[src/rtl/crc_mod2_divider_defines.svh]
// Shared assertion macros for the divider.
`ifndef CRC_MOD2_DIVIDER_DEFINES_SVH
`define CRC_MOD2_DIVIDER_DEFINES_SVH

// Checks a condition that must hold in the same cycle as its trigger.
`define CRCD_ASSERT_SAME(label, ante, cons, msg) \
    label: assert property (@(posedge clk) disable iff (!rst_n) \
        (ante) |-> (cons)) else $error(msg);

// Checks a condition that must hold in the cycle after its trigger.
`define CRCD_ASSERT_NEXT(label, ante, cons, msg) \
    label: assert property (@(posedge clk) disable iff (!rst_n) \
        (ante) |=> (cons)) else $error(msg);

`endif

[src/rtl/crcd_pkg.sv]
`timescale 1ns / 1ps
`default_nettype none

package crcd_pkg;

    localparam int DATA_W  = 32;
    localparam int DEG_W   = 6;
    localparam int PADDR_W = 3;

    localparam logic [DATA_W-1:0] POLY_LOW_RESET = 32'h0000_1021;
    localparam logic [DEG_W-1:0]  DEGREE_RESET   = 6'd16;
    localparam logic [DEG_W-1:0]  BITS_SEEN_MAX  = 6'd63;

    typedef enum logic [0:0] {
        REG_POLY_LOW = 1'b0,
        REG_DEGREE   = 1'b1
    } crcd_reg_idx_t;

    typedef struct packed {
        logic [DATA_W-1:0] poly_low;
        logic [DEG_W-1:0]  degree;
    } crcd_cfg_t;

    typedef struct packed {
        logic              quotient_valid;
        logic              quotient_bit;
        logic              done_res;
        logic [DATA_W-1:0] remainder;
        logic              too_short;
    } crcd_res_t;

endpackage

`default_nettype wire

[src/rtl/crcd_bit_if.sv]
`timescale 1ns / 1ps
`default_nettype none

interface crcd_bit_if;

    logic valid;
    logic ready;
    logic msg_bit;
    logic is_last;

    modport source (output valid, output msg_bit, output is_last, input ready);
    modport sink (input valid, input msg_bit, input is_last, output ready);

endinterface

`default_nettype wire

[src/rtl/crcd_res_if.sv]
`timescale 1ns / 1ps
`default_nettype none

interface crcd_res_if;

    logic                      valid;
    logic                      ready;
    logic                      quotient_valid;
    logic                      quotient_bit;
    logic                      done_res;
    logic [crcd_pkg::DATA_W-1:0] remainder;
    logic                      too_short;

    modport source (
        output valid, output quotient_valid, output quotient_bit,
        output done_res, output remainder, output too_short, input ready
    );
    modport sink (
        input valid, input quotient_valid, input quotient_bit,
        input done_res, input remainder, input too_short, output ready
    );

endinterface

`default_nettype wire

[src/rtl/crcd_regs.sv]
`timescale 1ns / 1ps
`default_nettype none

module crcd_regs (
    input  wire logic                          clk,
    input  wire logic                          rst_n,
    input  wire logic                          psel,
    input  wire logic                          penable,
    input  wire logic                          pwrite,
    input  wire logic [crcd_pkg::PADDR_W-1:0]  paddr,
    input  wire logic [crcd_pkg::DATA_W-1:0]   pwdata,
    output logic      [crcd_pkg::DATA_W-1:0]   prdata,
    output logic                               pready,
    output crcd_pkg::crcd_cfg_t                cfg
);
    import crcd_pkg::*;

    logic [DATA_W-1:0] poly_low_reg;
    logic [DEG_W-1:0]  degree_reg;
    logic              wr_en;
    crcd_reg_idx_t     idx;

    assign pready = 1'b1;
    assign wr_en  = psel && penable && pwrite;
    // Registers sit on 4-byte boundaries, so address bit 2 selects one.
    assign idx    = crcd_reg_idx_t'(paddr[2]);

    always_ff @(posedge clk or negedge rst_n)
    begin
        if (!rst_n)
        begin
            poly_low_reg <= POLY_LOW_RESET;
            degree_reg   <= DEGREE_RESET;
        end
        else if (wr_en)
        begin
            unique case (idx)
                REG_POLY_LOW: poly_low_reg <= pwdata;
                REG_DEGREE:   degree_reg   <= pwdata[DEG_W-1:0];
                default:      poly_low_reg <= poly_low_reg;
            endcase
        end
    end

    always_comb
    begin
        unique case (idx)
            REG_POLY_LOW: prdata = poly_low_reg;
            REG_DEGREE:   prdata = {{(DATA_W-DEG_W){1'b0}}, degree_reg};
            default:      prdata = '0;
        endcase
    end

    assign cfg.poly_low = poly_low_reg;
    assign cfg.degree   = degree_reg;

endmodule

`default_nettype wire

[src/rtl/crcd_step.sv]
`timescale 1ns / 1ps
`default_nettype none

module crcd_step #(
    parameter int MAX_DEGREE = 32
) (
    input  wire crcd_pkg::crcd_cfg_t          cfg,
    input  wire logic [crcd_pkg::DATA_W-1:0]  rem_cur,
    input  wire logic [crcd_pkg::DEG_W-1:0]   bits_cur,
    input  wire logic                         msg_bit,
    input  wire logic                         is_last,
    output logic      [crcd_pkg::DATA_W-1:0]  rem_new,
    output logic      [crcd_pkg::DEG_W-1:0]   bits_new,
    output crcd_pkg::crcd_res_t               res
);
    import crcd_pkg::*;

    localparam int CAP = (MAX_DEGREE < DATA_W) ? MAX_DEGREE : DATA_W;

    logic [DEG_W-1:0]  eff_deg;
    logic [DEG_W-1:0]  deg_m1;
    logic [DATA_W-1:0] mask;
    logic [DATA_W-1:0] rem_masked;
    logic [DATA_W-1:0] shifted;
    logic              top;
    logic              full;
    logic              sub;

    // Degree zero behaves as one; anything above the cap is clamped.
    always_comb
    begin
        priority if (cfg.degree == '0)
            eff_deg = DEG_W'(1);
        else if (cfg.degree > DEG_W'(CAP))
            eff_deg = DEG_W'(CAP);
        else
            eff_deg = cfg.degree;
    end

    always_comb
    begin
        for (int i = 0; i < DATA_W; i++)
        begin
            mask[i] = (DEG_W'(i) < eff_deg);
        end
    end

    assign deg_m1     = eff_deg - DEG_W'(1);
    assign rem_masked = rem_cur & mask;
    assign top        = rem_masked[deg_m1[$clog2(DATA_W)-1:0]];
    assign full       = (bits_cur >= eff_deg);
    assign sub        = full && top;
    assign shifted    = {rem_masked[DATA_W-2:0], msg_bit} & mask;

    always_comb
    begin
        logic [DATA_W-1:0] r;
        r = sub ? (shifted ^ (cfg.poly_low & mask)) : shifted;

        res.quotient_valid = full;
        res.quotient_bit   = sub;
        res.done_res       = is_last;
        res.remainder      = is_last ? r : '0;
        res.too_short      = is_last && !full;

        // The last bit of a message starts the next one from scratch.
        if (is_last)
        begin
            rem_new  = '0;
            bits_new = '0;
        end
        else
        begin
            rem_new  = r;
            bits_new = (bits_cur == BITS_SEEN_MAX) ? bits_cur : bits_cur + DEG_W'(1);
        end
    end

endmodule

`default_nettype wire

[src/rtl/crc_mod2_divider.sv]
// A result is registered and appears in the cycle after its input bit is accepted.
// Throughput: one bit per cycle while the receiver takes results, set by the single
// shift and conditional XOR step that feeds the running remainder register.
// Reset (rst_n, asynchronous): remainder and bit count clear to zero, the
// polynomial and degree return to 0x1021 and 16, and the result slot empties.
`timescale 1ns / 1ps
`default_nettype none

`include "crc_mod2_divider_defines.svh"

module crc_mod2_divider #(
    parameter int MAX_DEGREE = 32
) (
    input  wire logic                          clk,
    input  wire logic                          rst_n,
    input  wire logic                          psel,
    input  wire logic                          penable,
    input  wire logic                          pwrite,
    input  wire logic [crcd_pkg::PADDR_W-1:0]  paddr,
    input  wire logic [crcd_pkg::DATA_W-1:0]   pwdata,
    output logic      [crcd_pkg::DATA_W-1:0]   prdata,
    output logic                               pready,
    crcd_bit_if.sink                           bit_stream,
    crcd_res_if.source                         result
);
    import crcd_pkg::*;

    crcd_cfg_t         cfg;
    logic [DATA_W-1:0] remainder_reg;
    logic [DATA_W-1:0] remainder_next;
    logic [DEG_W-1:0]  bits_seen_reg;
    logic [DEG_W-1:0]  bits_seen_next;
    crcd_res_t         res_next;
    crcd_res_t         res_reg;
    logic              out_valid_reg;
    logic              accept;

    crcd_regs u_regs (
        .clk     (clk),
        .rst_n   (rst_n),
        .psel    (psel),
        .penable (penable),
        .pwrite  (pwrite),
        .paddr   (paddr),
        .pwdata  (pwdata),
        .prdata  (prdata),
        .pready  (pready),
        .cfg     (cfg)
    );

    crcd_step #(
        .MAX_DEGREE (MAX_DEGREE)
    ) u_step (
        .cfg      (cfg),
        .rem_cur  (remainder_reg),
        .bits_cur (bits_seen_reg),
        .msg_bit  (bit_stream.msg_bit),
        .is_last  (bit_stream.is_last),
        .rem_new  (remainder_next),
        .bits_new (bits_seen_next),
        .res      (res_next)
    );

    // A new bit is taken whenever the result slot is empty or being drained.
    assign bit_stream.ready = !out_valid_reg || result.ready;
    assign accept           = bit_stream.valid && bit_stream.ready;

    always_ff @(posedge clk or negedge rst_n)
    begin
        if (!rst_n)
        begin
            remainder_reg <= '0;
            bits_seen_reg <= '0;
            out_valid_reg <= 1'b0;
        end
        else
        begin
            if (accept)
            begin
                remainder_reg <= remainder_next;
                bits_seen_reg <= bits_seen_next;
                out_valid_reg <= 1'b1;
            end
            else if (result.ready)
            begin
                out_valid_reg <= 1'b0;
            end
        end
    end

    always_ff @(posedge clk)
    begin
        if (accept)
        begin
            res_reg <= res_next;
        end
    end

    assign result.valid          = out_valid_reg;
    assign result.quotient_valid = res_reg.quotient_valid;
    assign result.quotient_bit   = res_reg.quotient_bit;
    assign result.done_res       = res_reg.done_res;
    assign result.remainder      = res_reg.remainder;
    assign result.too_short      = res_reg.too_short;

    `CRCD_ASSERT_NEXT(a_last_clears_state, accept && bit_stream.is_last,
        bits_seen_reg == '0 && remainder_reg == '0,
        "state not cleared after the last bit of a message")

    `CRCD_ASSERT_NEXT(a_count_advances, accept && !bit_stream.is_last,
        bits_seen_reg != '0, "bit count did not advance after a transaction")

    `CRCD_ASSERT_SAME(a_short_only_when_done, out_valid_reg && res_reg.too_short,
        res_reg.done_res && !res_reg.quotient_valid,
        "too_short flagged on a result that is not a final one")

    `CRCD_ASSERT_SAME(a_quotient_needs_valid, out_valid_reg && res_reg.quotient_bit,
        res_reg.quotient_valid, "quotient bit set before the divisor fits")

endmodule

`default_nettype wire

[src/flat_wrapper.sv]
// flat-port wrapper written by rule: the top's interface ports become plain ports
module crc_mod2_divider_flat import crcd_pkg::*;
#(
    parameter int MAX_DEGREE = 32
)
  (clk, rst_n, psel, penable, pwrite, paddr, pwdata, prdata, pready, bit_stream_valid, bit_stream_msg_bit, bit_stream_is_last, bit_stream_ready, result_valid, result_quotient_valid, result_quotient_bit, result_done_res, result_remainder, result_too_short, result_ready);
  crcd_bit_if bit_stream_i ();
  crcd_res_if result_i ();
  input  wire logic clk;
  input  wire logic rst_n;
  input  wire logic psel;
  input  wire logic penable;
  input  wire logic pwrite;
  input  wire logic [crcd_pkg::PADDR_W-1:0] paddr;
  input  wire logic [crcd_pkg::DATA_W-1:0] pwdata;
  output logic      [crcd_pkg::DATA_W-1:0] prdata;
  output logic pready;
  input wire logic [$bits(bit_stream_i.valid)-1:0] bit_stream_valid;
  input wire logic [$bits(bit_stream_i.msg_bit)-1:0] bit_stream_msg_bit;
  input wire logic [$bits(bit_stream_i.is_last)-1:0] bit_stream_is_last;
  output wire logic [$bits(bit_stream_i.ready)-1:0] bit_stream_ready;
  output wire logic [$bits(result_i.valid)-1:0] result_valid;
  output wire logic [$bits(result_i.quotient_valid)-1:0] result_quotient_valid;
  output wire logic [$bits(result_i.quotient_bit)-1:0] result_quotient_bit;
  output wire logic [$bits(result_i.done_res)-1:0] result_done_res;
  output wire logic [$bits(result_i.remainder)-1:0] result_remainder;
  output wire logic [$bits(result_i.too_short)-1:0] result_too_short;
  input wire logic [$bits(result_i.ready)-1:0] result_ready;
  assign bit_stream_i.valid = bit_stream_valid;
  assign bit_stream_i.msg_bit = bit_stream_msg_bit;
  assign bit_stream_i.is_last = bit_stream_is_last;
  assign bit_stream_ready = bit_stream_i.ready;
  assign result_valid = result_i.valid;
  assign result_quotient_valid = result_i.quotient_valid;
  assign result_quotient_bit = result_i.quotient_bit;
  assign result_done_res = result_i.done_res;
  assign result_remainder = result_i.remainder;
  assign result_too_short = result_i.too_short;
  assign result_i.ready = result_ready;
  crc_mod2_divider #(.MAX_DEGREE(MAX_DEGREE)) u_core (.clk(clk), .rst_n(rst_n), .psel(psel), .penable(penable), .pwrite(pwrite), .paddr(paddr), .pwdata(pwdata), .prdata(prdata), .pready(pready), .bit_stream(bit_stream_i), .result(result_i));
endmodule
[config.mk]
export PLATFORM = sky130hd
export DESIGN_NAME = crc_mod2_divider_flat
export DESIGN_NICKNAME = d
export VERILOG_FILES = /design/src/rtl/crcd_pkg.sv /design/src/rtl/crcd_bit_if.sv /design/src/rtl/crcd_res_if.sv /design/src/rtl/crcd_regs.sv /design/src/rtl/crcd_step.sv /design/src/rtl/crc_mod2_divider.sv /design/src/flat_wrapper.sv
export VERILOG_INCLUDE_DIRS = /design/src /design/src/rtl
export SDC_FILE = /design/constraint.sdc
export NUM_CORES = 1
export LEC_CHECK = 0
export BUFFER_PORTS_ARGS = -buffer_cell sky130_fd_sc_hd__buf_4
export CORE_MARGIN = 8
export CORE_UTILIZATION = 45
export DETAILED_ROUTE_END_ITERATION = 6
export PLACE_DENSITY = 0.66
export SETUP_SLACK_MARGIN = 0.4
export SYNTH_ARGS = -nofsm -noshare
export SYNTH_HDL_FRONTEND = slang
export SYNTH_SLANG_ARGS = --single-unit
[constraint.sdc]
create_clock -name clk -period 6.37 [get_ports clk]
set_input_delay 0.637 -clock clk [delete_from_list [all_inputs] [get_ports clk]]
set_output_delay 0.637 -clock clk [all_outputs]
set_load 0.02 [all_outputs]
==> insert_results.sql, run 1 <==
INSERT INTO impl_metrics (metric_group, metric, value, unit) VALUES
('place', 'routabilityCongestion', '0.877', ''),
('drt', 'postRouteAntennaNets', '0', ''),
('final_layout', 'fillcell_total', '1387', ''),
('run', 'cap_violations', '0', ''),
('global_routing', 'number_of_antenna_violations_at_the_first_check_in_global_routing', '0', ''),
('cts', 'clock-root-buffer', 'sky130_fd_sc_hd__clkbuf_16', ''),
('critical_path', 'critPathMostFrequentCell', 'sky130_fd_sc_hd__o21ai_0', ''),
('logic_synthesis', 'ys_ff_latch', '113', ''),
('sta', 'timing.final.max_slew_violations', '0', ''),
('final_layout', 'syn2layout_area_growth', '21.1', '%'),
('drt', 'detailedRoute.firstPassIterationCount', '5', ''),
('drt', 'via_count', '6466', ''),
('final_layout', 'antennaDiodeCount', '0', ''),
('critical_path', 'timing.critical_path.to_type', 'flip-flop', ''),
('power', 'worst_ir_drop_vdd', '0.000205', 'V'),
('sta', 'max-slew-margin-rel', '20.0', '%'),
('critical_path', 'crit_slowest_cell', 'sky130_fd_sc_hd__dfstp_2', ''),
('global_routing', 'grt_max_degree', '78', ''),
('drt', 'via_per_inst', '6.19', ''),
('sta', 'timing_worst_slew_pin_value', '1.19', 'ns'),
('cts', 'cts_htree_levels', '4', ''),
('logic_synthesis', 'synth-edff-count', '36', ''),
('place', 'buffer_ports.inserted', '111', ''),
('drt', 'routed_wl_per_cell', '20.1', 'µm'),
('critical_path', 'r2r.worst_path.cells', '13', ''),
('cts', 'clk_pin_slew', '0.05', 'ns'),
('place', 'dp_cells', '1013', ''),
('logic_synthesis', 'main_combinational_cell_family_by_area_after_synthesis', 'simple AND/OR/NAND/NOR gates', ''),
('logic_synthesis', 'yosys.area.top_type_share', '26.4', '%'),
('critical_path', 'required', '6.58', 'ns'),
('cts', 'cts.path.max_buffers', '2', ''),
('final_layout', 'layout.nets', '895', ''),
('logic_synthesis', 'syn-mean-instance-area', '9.11', 'µm²'),
('drt', 'drt_iter0_markers', '634', ''),
('critical_path', 'worst_path_largest_cell_delay', '0.85', 'ns'),
('cts', 'post_cts_buffers', '0', ''),
('logic_synthesis', 'post_synth_adder_cell_area', '1.27', '%'),
('logic_synthesis', 'netlist_instances', '759', ''),
('sta', 'layout_worst_path_cycle_share', '73.3', '%'),
('critical_path', 'worstSetupPathType', 'reg -> reg', ''),
('sta', 'tns', '0', 'ns'),
('logic_synthesis', 'synth.net_count', '810', ''),
('run_status', 'run_status', 'finished, final reports clean', ''),
('place', 'place_hpwl', '13.8', 'mm'),
('final_layout', 'final_cells', '1044', ''),
('power', 'power.static_leakage', '3.63', 'nW'),
('floorplan', 'die_area', '19600', 'µm²'),
('final_layout', 'area_of_the_multi_input_gates', '3520', 'µm²'),
('critical_path', 'r2r-start', 'u_core.u_regs.degree_reg[4]$_DFFE_PN1P_', ''),
('global_routing', 'grt_pass1_wl', '33.9', 'mm'),
('final_layout', 'ff_latch_area', '3010', 'µm²'),
('logic_synthesis', 'yosys-mux-area-fraction', '6.99', '%'),
('critical_path', 'worst_path_arrival_time', '4.88', 'ns'),
('critical_path', 'worst-path-max-fanout', '47', ''),
('floorplan', 'initial_core_util', '45.8', '%'),
('floorplan', 'core-area', '15100', 'µm²'),
('final_layout', 'stdcell_area', '8370', 'µm²'),
('logic_synthesis', 'synth_xor_area_share', '0.760', '%'),
('logic_synthesis', 'cell_area_synth', '6910', 'µm²'),
('cts', 'clock_sink_count', '113', ''),
('cts', 'clk_latency', '0.42', 'ns'),
('critical_path', 'r2r_end', 'u_core.result.remainder[29]$_SDFFCE_PN0P_', ''),
('floorplan', 'ios', '115', ''),
('global_routing', 'globalRouteTotalUtil', '21.4', '%'),
('logic_synthesis', 'synth.yosys.seq_area_share', '43.6', '%'),
('power', 'total_power', '0.00266', 'W'),
('sta', 'hold_ws', '0.405', 'ns'),
('sta', 'setup-violations-final', '0', ''),
('floorplan', 'dieHeight', '140', 'µm'),
('cts', 'cts_tree', 'done', ''),
('final_layout', 'post_route_cells_drive_above_1_share', '24.5', '%');
==> power breakdown <==
part | leakage, nW | switching, W | internal [W] | total, W
Combinational | 2.00 | 0.000502 | 0.000276 | 0.000778
Clock | 0.287 | 0.000327 | 0.000610 | 0.000937
Sequential | 1.34 | 0.0000991 | 0.000844 | 0.000944
==> worst max path at each step <==
stage,depth (start not counted),from,to
after floorplan,14,u_core.u_regs.degree_reg[2]$_DFFE_PN0P_,u_core.result.remainder[29]$_SDFFCE_PN0P_
after global placement,13,u_core.u_regs.degree_reg[4]$_DFFE_PN1P_,u_core.result.remainder[29]$_SDFFCE_PN0P_
after detailed placement,13,u_core.u_regs.degree_reg[4]$_DFFE_PN1P_,u_core.result.remainder[29]$_SDFFCE_PN0P_
after CTS,13,u_core.u_regs.degree_reg[4]$_DFFE_PN1P_,u_core.result.remainder[29]$_SDFFCE_PN0P_
after global routing,13,u_core.u_regs.degree_reg[4]$_DFFE_PN1P_,u_core.result.remainder[29]$_SDFFCE_PN0P_
final,13,u_core.u_regs.degree_reg[4]$_DFFE_PN1P_,u_core.result.remainder[29]$_SDFFCE_PN0P_
==> stage by stage <==
stage,util [%],worst slack (ns)
global route,55.5,1.48
floorplan,-,2.68
detailed placement,51.7,1.79
CTS,55.5,1.76
finish,55.5,1.70
global placement,51.7,1.90
==> per-layer routing <==
metal	GRT usage, %	up-vias	share of wire (%)
li1	-	2968	-
met1	25.9	3209	43
met2	36.0	246	49
met3	4.72	43	5.7
met4	9.49	0	2.5
met5	0	-	0
==> placed cells by master, fill, tap and decap left out, drive strengths merged, types with 4 or more instances in the layout <==
master / instances
a2111o: 4
a211o: 16
a211oi: 9
a21o: 8
a21oi: 58
a311o: 11
a31o: 8
a31oi: 4
a32o: 4
and3: 9
buf: 123
clkbuf: 24
clkinv: 6
dfrtp: 73
dfstp: 4
edfxtp: 36
ha: 7
inv: 28
mux2: 42
nand2: 100
nand2b: 7
nand3: 46
nand3b: 4
nand4: 26
nor2: 44
nor2b: 19
nor3: 11
nor4: 6
o21a: 4
o21ai: 46
or3: 18
==> layout make-up <==
type	instances	area share, %
multi-input combinational	560	42.0
sequential	113	36.0
timing repair buffer	123	11.0
clock buffer	24	5.87
tap	188	2.81
inverter	29	1.30
clock inverter	7	1.00
==> cell families after synthesis <==
logic type | count (synthesis)
flip-flops | 113
other | 1
AO/OA/AOI/OAI | 200
buffers and inverters | 86
XOR/XNOR | 6
multiplexers | 43
adder cells (fa/ha/maj) | 7
AND/OR/NAND/NOR | 303
==> synth_stat cells, drive strengths merged, types with 19 or more instances <==
cell and n:
nand2 100, dfrtp 73, a21oi 58, nand3 46, o21ai 46, nor2 44
mux2 42, edfxtp 36, clkbuf 33, inv 28, nand4 26, buf 24
nor2b 19
==> worst max-delay path, delay by kind of cell (launching register included) <==
| family | cells | cell delay (ns) |
|---|---|---|
| AOI/OAI and AO/OA | 8 | 2.11 |
| adders and majority gates | 1 | 0.41 |
| buffers and inverters | 2 | 0.55 |
| DFF | 1 | 0.85 |
| muxes | 1 | 0.26 |
| and+or+nand+nor | 1 | 0.27 |
No activity file was read; power rests on OpenSTA's default activity.
==> run 2, diff against run 1 <==
Clock period 6.37 ns to 4.6 ns, I/O delays scaled along.
==> insert_results.sql, run 2 (synthesis results as in run 1) <==
INSERT INTO impl_metrics (metric_group, metric, value, unit) VALUES
('run_status', 'run_status', 'finished, final reports clean', ''),
('critical_path', 'r2r.worst_path.cells', '14', ''),
('global_routing', 'number_of_antenna_violations_at_the_first_check_in_global_routing', '0', ''),
('sta', 'fin_crit_period', '3.97', 'ns'),
('global_routing', 'gr-total-overflow', '0', ''),
('power', 'power.static_leakage', '3.66', 'nW'),
('power', 'worst_ir_drop_vdd', '0.000311', 'V'),
('drt', 'via_per_inst', '6.18', ''),
('cts', 'clock_sink_count', '113', ''),
('floorplan', 'std_cell_rows', '45', ''),
('final_layout', 'final_cell_mix', 'sky130_fd_sc_hd__buf_4, sky130_fd_sc_hd__nand2_1, sky130_fd_sc_hd__dfrtp_1', ''),
('floorplan', 'core-area', '15100', 'µm²'),
('worst_hold_path', 'worst_hold_path_type', 'in -> async', ''),
('final_layout', 'layout.cells.most_common', 'sky130_fd_sc_hd__buf_4', ''),
('critical_path', 'worst-path-max-fanout', '21', ''),
('sta', 'hold_violations_final', '0', ''),
('sta', 'layout_worst_path_cycle_share', '86.2', '%'),
('place', 'dpl_cell_area', '7870', 'µm²'),
('floorplan', 'dieHeight', '140', 'µm'),
('critical_path', 'cp_launch_type', 'flip-flop', ''),
('final_layout', 'stdcell_area', '8420', 'µm²'),
('critical_path', 'r2r-start', 'u_core.u_regs.degree_reg[4]$_DFFE_PN1P_', ''),
('cts', 'cts.hold.buffers_added', '0', ''),
('critical_path', 'required', '4.81', 'ns'),
('sta', 'max_freq', '252', 'MHz'),
('cts', 'cts.path.max_buffers', '2', ''),
('drt', 'routed_wl_per_cell', '20.2', 'µm'),
('drt', 'via_count', '6503', ''),
('cts', 'numCtsBuffers', '17', ''),
('critical_path', 'worstSetupPathType', 'reg -> reg', ''),
('sta', 'tns', '0', 'ns'),
('final_layout', 'layout.nets', '903', ''),
('run', 'cap_violations', '0', ''),
('sta', 'setup-violations-final', '0', ''),
('global_routing', 'grt_pass1_wl', '34.6', 'mm'),
('global_routing', 'grt_max_degree', '78', ''),
('cts', 'clk_latency', '0.42', 'ns'),
('drt', 'drt_iter0_markers', '583', ''),
('critical_path', 'worst_path_arrival_time', '4.18', 'ns'),
('final_layout', 'antennaDiodeCount', '0', ''),
('place', 'place_hpwl', '14.1', 'mm'),
('sta', 'grt_setup_unrepaired', 'false', ''),
('global_routing', 'first_global_vias', '6681', ''),
('cts', 'clock-root-buffer', 'sky130_fd_sc_hd__clkbuf_16', ''),
('global_routing', 'globalRouteTotalUtil', '22.0', '%'),
('floorplan', 'die_area', '19600', 'µm²'),
('floorplan', 'initial_core_util', '45.8', '%'),
('final_layout', 'post_route_cells_drive_above_1_share', '25.6', '%'),
('drt', 'detailedRoute.firstPassIterationCount', '5', ''),
('cts', 'cts_tree', 'done', ''),
('drt', 'postRouteAntennaNets', '0', ''),
('power', 'power.density', '434', 'nW/µm²'),
('sta', 'max-slew-margin-rel', '21.1', '%'),
('critical_path', 'worst_setup_path_startpoint', 'u_core.u_regs.degree_reg[4]$_DFFE_PN1P_', ''),
('cts', 'clk_pin_slew', '0.05', 'ns'),
('critical_path', 'r2r_end', 'u_core.result.remainder[29]$_SDFFCE_PN0P_', ''),
('critical_path', 'timing.critical_path.to_type', 'flip-flop', ''),
('drt', 'final_routed_drc_violation_total', '0', ''),
('drt', 'finalWirelength', '21.3', 'mm'),
('critical_path', 'rrSetupSlack', '0.63', 'ns'),
('floorplan', 'ios', '115', ''),
('final_layout', 'syn2layout_area_growth', '21.9', '%'),
('place', 'routabilityCongestion', '0.857', ''),
('critical_path', 'critPathCapture', 'u_core.result.remainder[29]$_SDFFCE_PN0P_', ''),
('sta', 'hold_ws', '0.227', 'ns'),
('sta', 'timing.clock.skew', '0.00810', 'ns'),
('cts', 'cts_htree_levels', '4', ''),
('floorplan', 'chipWidth', '140', 'µm'),
('sta', 'timing.final.max_slew_violations', '0', ''),
('sta', 'timing_worst_slew_pin_value', '1.17', 'ns'),
('place', 'buffer_ports.inserted', '111', '');
run 2: critical path, cell delays in order (launching register included):
cell,delay [ns]
sky130_fd_sc_hd__dfstp_2,0.36
sky130_fd_sc_hd__or4_4,0.56
sky130_fd_sc_hd__a21o_1,0.26
sky130_fd_sc_hd__inv_1,0.13
sky130_fd_sc_hd__ha_2,0.25
sky130_fd_sc_hd__buf_4,0.18
sky130_fd_sc_hd__a311o_1,0.24
sky130_fd_sc_hd__nand2_1,0.06
sky130_fd_sc_hd__mux2_2,0.26
sky130_fd_sc_hd__o221ai_1,0.19
sky130_fd_sc_hd__a211o_1,0.22
sky130_fd_sc_hd__a31oi_4,0.11
sky130_fd_sc_hd__buf_4,0.22
sky130_fd_sc_hd__or3_1,0.32
sky130_fd_sc_hd__a2111oi_1,0.37
run 2: how the worst min path moves through the flow:
stage                                                     from                                         end  slack, ns  cells after the start
after floorplan                                          rst_n         u_core.bits_seen_reg[0]$_DFFE_PN0P_       0.16                      0
after global placement    u_core.remainder_reg[13]$_DFFE_PN0P_        u_core.remainder_reg[13]$_DFFE_PN0P_       0.47                      2
after detailed placement   u_core.remainder_reg[9]$_DFFE_PN0P_         u_core.remainder_reg[9]$_DFFE_PN0P_       0.49                      2
after CTS                                     bit_stream_valid             u_core.result.valid$_DFFE_PN0P_       0.23                      2
after global routing                          bit_stream_valid             u_core.result.valid$_DFFE_PN0P_       0.25                      2
final                                                    rst_n  u_core.u_regs.poly_low_reg[27]$_DFFE_PN0P_       0.23                      1
run 2: area by class of cell:
cell class	count	area [µm²]
Clock buffer	19	433
Multi-Input combinational cell	560	3520
Tap cell	188	235
Sequential cell	113	3010
Fill cell	1359	6670
Inverter	29	109
Clock inverter	12	119
Timing Repair Buffer	131	996
run 2: routing by layer:
metal	vias to the layer above	part of all wire (%)	GRT usage, %
met5	-	0	0
met4	0	2.7	9.43
met3	52	6.3	5.44
met2	268	48	36.2
met1	3192	43	27.0
li1	2991	-	-
run 2: through the flow:
| step | instances | util, % | total power (W) | setup slack [ns] |
|---|---|---|---|---|
| finish | 1052 | 55.8 | 0.00366 | 0.634 |
| global route | 1052 | 55.8 | 0.00385 | 0.441 |
| CTS | 1052 | 55.8 | 0.00367 | 0.605 |
| detailed placement | 1021 | 52.1 | 0.00241 | 0.594 |
| global placement | 1021 | 52.1 | 0.00238 | 0.665 |
| floorplan | 759 | - | 0.00203 | 0.913 |
run 2: repair_timing:
item	4_1_cts	5_1_grt
setup buffers	0	0
resized for setup	0	1
setup endpoints to repair	0	2
hold endpoints to repair	0	0
run 2: report_power, final:
part | internal (W) | total [W] | switching (W) | leakage (nW)
clock network | 0.000784 | 0.00125 | 0.000463 | 0.272
registers | 0.00117 | 0.00129 | 0.000120 | 1.34
logic | 0.000405 | 0.00112 | 0.000719 | 2.04
total | 0.00236 | 0.00366 | 0.00130 | 3.66
